==> config.mk <==
export PLATFORM = sky130hd
export DESIGN_NAME = slm_div
export DESIGN_NICKNAME = d
export VERILOG_FILES = /design/src/hdl/slm_pkg.sv /design/src/hdl/slm_div.sv
export SDC_FILE = /design/constraint.sdc
export NUM_CORES = 1
export LEC_CHECK = 0
export BUFFER_PORTS_ARGS = -buffer_cell sky130_fd_sc_hd__buf_2
export CAP_MARGIN = 0
export CORE_ASPECT_RATIO = 1.5
export CORE_MARGIN = 4
export CORE_UTILIZATION = 45
export DETAILED_ROUTE_END_ITERATION = 8
export GPL_TIMING_DRIVEN = 1
export PLACE_DENSITY_LB_ADDON = 0.1
export SYNTH_ARGS = -nofsm -noshare
export SYNTH_HDL_FRONTEND = slang
export SYNTH_SLANG_ARGS = --single-unit
export TNS_END_PERCENT = 50
==> constraint.sdc <==
create_clock -name clk_i -period 3.7 [get_ports clk_i]
set_clock_uncertainty 0.15 [all_clocks]
set_input_delay 0.74 -clock clk_i [delete_from_list [all_inputs] [get_ports clk_i]]
set_output_delay 0.74 -clock clk_i [all_outputs]
set_load 0.02 [all_outputs]
==> src/hdl/slm_pkg.sv <==
`timescale 1ns / 1ps
// ----------------------------------------------------------------------------
// slm_pkg
// Shared types, codes and constants of the section latency monitor.
// ----------------------------------------------------------------------------
package slm_pkg;

  localparam int DefNumSections = 4;
  localparam int DefNumSubs     = 6;

  localparam int DIV_W   = 32;
  localparam int TPU_W   = 10;
  localparam int NOVER   = 12;
  localparam int NTALLY  = 9;
  localparam int NSLOW   = 10;

  localparam logic [31:0] SLOW_US    = 32'd16000;
  localparam logic [31:0] DOM_US     = 32'd8000;
  localparam logic [31:0] MINOR_US   = 32'd4000;
  localparam logic [7:0]  NEST_MAX   = 8'd255;

  localparam logic [1:0] STS_DONE    = 2'd0;
  localparam logic [1:0] STS_OPEN    = 2'd1;
  localparam logic [1:0] STS_IGNORED = 2'd2;

  typedef enum logic [2:0] {
    REQ_BEG_SEC  = 3'd0,
    REQ_END_SEC  = 3'd1,
    REQ_BEG_SUB  = 3'd2,
    REQ_END_SUB  = 3'd3,
    REQ_READ     = 3'd4,
    REQ_RST_PEAK = 3'd5,
    REQ_RST_CNT  = 3'd6
  } req_e;

  typedef enum logic [2:0] {
    ST_IDLE,
    ST_EXEC,
    ST_DIV,
    ST_UPD,
    ST_RESULT
  } state_e;

  typedef enum logic [1:0] {
    UK_SEC,
    UK_SUB,
    UK_PERIOD
  } upd_e;

  typedef struct packed {
    logic               start;
    logic [DIV_W-1:0]   dividend;
    logic [TPU_W-1:0]   divisor;
  } div_req_t;

  // Over-threshold limits per section and level.
  function automatic logic [31:0] limit_of(input logic [1:0] sec, input logic [1:0] lvl);
    logic [31:0] r;
    r = 32'd0;
    case (sec)
      2'd0: begin
        case (lvl)
          2'd0: r = 32'd8000;
          2'd1: r = 32'd16666;
          default: r = 32'd33333;
        endcase
      end
      2'd3: begin
        case (lvl)
          2'd0: r = 32'd16666;
          2'd1: r = 32'd33333;
          default: r = 32'd50000;
        endcase
      end
      default: begin
        case (lvl)
          2'd0: r = 32'd4000;
          2'd1: r = 32'd8000;
          default: r = 32'd16666;
        endcase
      end
    endcase
    return r;
  endfunction

endpackage

==> src/hdl/slm_div.sv <==
`timescale 1ns / 1ps
// ----------------------------------------------------------------------------
// slm_div
// Restoring divider, one quotient bit per cycle; a zero divisor gives zero.
// ----------------------------------------------------------------------------
module slm_div (
  input  logic             clk_i,
  input  logic             rst_ni,
  input  slm_pkg::div_req_t req_i,
  output logic             done_o,
  output logic [slm_pkg::DIV_W-1:0] quot_o
);
  import slm_pkg::*;

  localparam int CNT_W = $clog2(DIV_W);
  localparam logic [CNT_W-1:0] LastStep = CNT_W'(DIV_W - 1);

  logic [DIV_W-1:0] q_q;
  logic [TPU_W-1:0] rem_q;
  logic [TPU_W-1:0] dv_q;
  logic [CNT_W-1:0] cnt_q;
  logic             busy_q, done_q, dz_q;
  logic [TPU_W:0]   shifted, trial;
  logic             ge;

  assign shifted = {rem_q, q_q[DIV_W-1]};
  assign ge      = shifted >= {1'b0, dv_q};
  assign trial   = shifted - {1'b0, dv_q};

  always_ff @(posedge clk_i or negedge rst_ni) begin
    if (!rst_ni) begin
      busy_q <= 1'b0;
      done_q <= 1'b0;
      cnt_q  <= '0;
      dz_q   <= 1'b0;
      q_q    <= '0;
      rem_q  <= '0;
      dv_q   <= '0;
    end else if (req_i.start) begin
      busy_q <= 1'b1;
      done_q <= 1'b0;
      cnt_q  <= '0;
      dz_q   <= (req_i.divisor == '0);
      q_q    <= req_i.dividend;
      rem_q  <= '0;
      dv_q   <= req_i.divisor;
    end else if (busy_q) begin
      q_q   <= {q_q[DIV_W-2:0], ge};
      rem_q <= ge ? trial[TPU_W-1:0] : shifted[TPU_W-1:0];
      cnt_q <= cnt_q + 1'b1;
      if (cnt_q == LastStep) begin
        busy_q <= 1'b0;
        done_q <= 1'b1;
      end
    end
  end

  assign done_o = done_q;
  assign quot_o = dz_q ? '0 : q_q;

endmodule

==> impl_results.md <==
- Seq/Total Area, Yosys: 0.429
- H-tree lvl count: 3
- Vias in the first global route: around 2900
- Fmax: ~0.39 GHz
- Final hold violations: 0
- Core area: about 7600 um^2
- GRT met3 Usage: 0.0303
- # diodes: 0
- Cells on worst reg2reg path: 9
- RSZ-0062 raised after global routing: no
- Leak Pwr: ~2.2 nW
- Fraction of layout cells with a size suffix above 1: 0.247
- CP Class: register to output pin
- Die Width: approximately 80 um
- Area fraction of the dominant cell type after synthesis: 0.429
- Async S/R FF share, synth: 1.00
- Busiest layer in global routing: met2
- CTS Hold Bufs: 0
- Grt ovf: 0
- CP Capture Type: output pin
- Worst flop-to-flop path endpoint: rem_q[6]
- Final setup fails: 0
- CTS clk-pin slew, worst paths: around 0.05 ns
- Met1 usage: 0.221
- Final critical-path share of the clock period: 0.702
- Die H: approximately 120 um
- Setup bufs post-CTS: 0
- Syn_nets: around 420
- Predominant post-synthesis flop cell: dfrtp_1
- Placement Cell Area: about 4000 um^2
- Maximum vdd drop: 0.000298 V
- Yosys cell types: 57
- Std-Cell Rows: 39
- Iter 0 DRT Violations: ~120
- Slew headroom: 0.302
- Leading area contributor after synthesis: dfrtp_1
- Mapped Cells: around 370
- IO Count: approximately 80
- CTS tree: done
- Area of the die: 9270 um^2
- CP Max Fanout: 33
- Post-CTS Resized: 0
- Initial antenna violation count: 0
- Min-delay worst type: primary input to async pin
- Setup TNS: 0 ns
- Drt drc: 0
- DR pass1 iterations: 4
- FF-to-FF Start: q_q[31]
- Via count: roughly 2900
- Storage cell area: roughly 1500 um^2
- #FFs+latches synth: 60
- Worst Tran Pin Value: approximately 1.0 ns
- Post-synth EDFFs: 0
- Final slew viol count: 0
- Layout fillers: around 740
- Area grow syn2layout: 20.2%
- Syn_area_per_cell: roughly 9.6 um^2
- Routability cong.: 0.848
- Number of max-cap violations: 0
- Syn. warnings: 0
- Finished Cell Area: around 4200 um^2
- Clock latency on the worst-skew pair: 0.33 ns
- Port Buffer Count: 77
- CP Data Arrival Time: 1.71 ns
- Type of origin of the critical path: register
- Num CTS Buffers: 9
- Met2 Use GR: 0.314
- Mapped Area: around 3500 um^2
- Clock sinks: 60
- Power Total: 0.00226 W
- Clock root buffer: clkbuf_16
- Largest net degree at the start of global routing: between 90 and 100
- Synth top area cells: dfrtp_1 43%, mux2i_1 9.4%, o21ai_0 6.3%, nor2b_1 5.5%, nand2_1 5.3%
- Hold_ws: approximately 0.13 ns
- Global-route wire length before repair: between 10000 and 15000 um
- Initial Util: 0.459
- Wire per inst: 14.6 um
- Avg Vias per Cell: 5.31
- Multi-input gate area in the final layout: approximately 1800 um^2
- Status: complete, no violations
- Worst Path Required: 2.81 ns
- Antenna-violating nets left: 0
- Final nets: approximately 500
- Worst-case clock buffer depth: 2
- PD cells: 539 nW/um^2
- HPWL Detailed: roughly 5700 um
- Register-to-register setup slack: about 1.2 ns
- Minimum clock period: 2.60 ns
- GRT Resource Usage Total: 0.186
- Routed WL: between 7000 and 8000 um
==> critical path: stages (launching register included) <==
cell and delay, ns:
dfrtp_1 1.02, nor2b_1 0.14, buf_2 0.21
==> synth_stat cells (6+ instances only) <==
| master | number |
|---|---|
| xor2_1 | 6 |
| nand2_1 | 49 |
| ha_1 | 12 |
| a311oi_1 | 6 |
| nor2_1 | 18 |
| inv_1 | 14 |
| o21ai_0 | 44 |
| mux2i_1 | 33 |
| nand3_1 | 6 |
| nor2b_1 | 31 |
| clkbuf_1 | 11 |
| dfrtp_1 | 60 |
==> layer usage <==
metal  vias up  share of wire
met2        78           0.52
met5         -              0
met4         0          0.022
li1       1425              -
met3        14          0.048
met1      1369           0.41
==> cells by family (layout without fill, tap and decap cells) <==
family | after synthesis | after routing | synth area share
adder cells (fa/ha/maj) | 13 | 13 | 0.0487
buffers and inverters | 35 | 110 | 0.0497
AND/OR/NAND/NOR | 130 | 130 | 0.188
multiplexers | 34 | 34 | 0.0977
XOR/XNOR | 7 | 7 | 0.0175
flip-flops | 60 | 60 | 0.429
AO/OA/AOI/OAI | 87 | 87 | 0.169
==> sequential cells by signal, summed over array words and instances (netlist names) <==
name / cells
busy_q: 1
cnt_q: 5
done_o: 1
dv_q: 10
dz_q: 1
q_q: 32
rem_q: 10
==> how the worst max path moves through the flow <==
stage	startpoint	to	slack, ns	depth (start not counted)
floorplan	q_q[31]	rem_q[6]	1.34	9
detailed placement	q_q[31]	rem_q[6]	1.19	9
CTS	dz_q	quot_o[5]	1.03	2
finish	dz_q	quot_o[28]	1.10	2
global placement	q_q[31]	rem_q[6]	1.22	9
global route	dz_q	quot_o[28]	0.92	2
==> through the flow <==
| step | instances | util | worst slack [ns] |
|---|---|---|---|
| 2_1_floorplan | 366 | - | 1.34 |
| 3_3_place_gp | 528 | 0.516 | 1.22 |
| 3_5_place_dp | 528 | 0.516 | 1.19 |
| 4_1_cts | 543 | 0.552 | 1.03 |
| 5_1_grt | 543 | 0.552 | 0.923 |
| 6_report | 543 | 0.552 | 1.10 |
==> power breakdown <==
part	total [W]	switching [W]	internal [W]
registers	0.000805	0.0000637	0.000741
clock network	0.000750	0.000268	0.000482
logic	0.000709	0.000409	0.000300
total	0.00226	0.000741	0.00152
==> placed cells by master, fill, tap and decap left out, types with 3 or more instances in the layout <==
| cell type | netlist | final |
|---|---|---|
| a211oi_1 | 3 | 3 |
| ha_1 | 12 | 12 |
| a21oi_1 | 4 | 4 |
| buf_2 | 2 | 77 |
| dfrtp_1 | 60 | 59 |
| clkbuf_16 | 0 | 9 |
| o21ai_0 | 44 | 44 |
| o31ai_1 | 3 | 3 |
| nand3_1 | 6 | 6 |
| nor2b_1 | 31 | 31 |
| nor3_1 | 4 | 4 |
| and4_1 | 3 | 3 |
| mux2i_1 | 33 | 33 |
| inv_1 | 14 | 14 |
| nor3b_1 | 4 | 4 |
| a31oi_1 | 3 | 3 |
| nand2_1 | 49 | 49 |
| xor2_1 | 6 | 6 |
| o21bai_1 | 3 | 3 |
| buf_4 | 0 | 3 |
| a311oi_1 | 6 | 6 |
| nor2_1 | 18 | 18 |
==> area by class of cell <==
type | instances | area share
clock buffer | 13 | 0.0619
clock inverter | 2 | 0.00238
timing repair buffer | 81 | 0.102
inverter | 14 | 0.0125
multi-input combinational | 271 | 0.433
sequential | 60 | 0.358
tap | 102 | 0.0304
No activity file was read; power rests on OpenSTA's default activity.
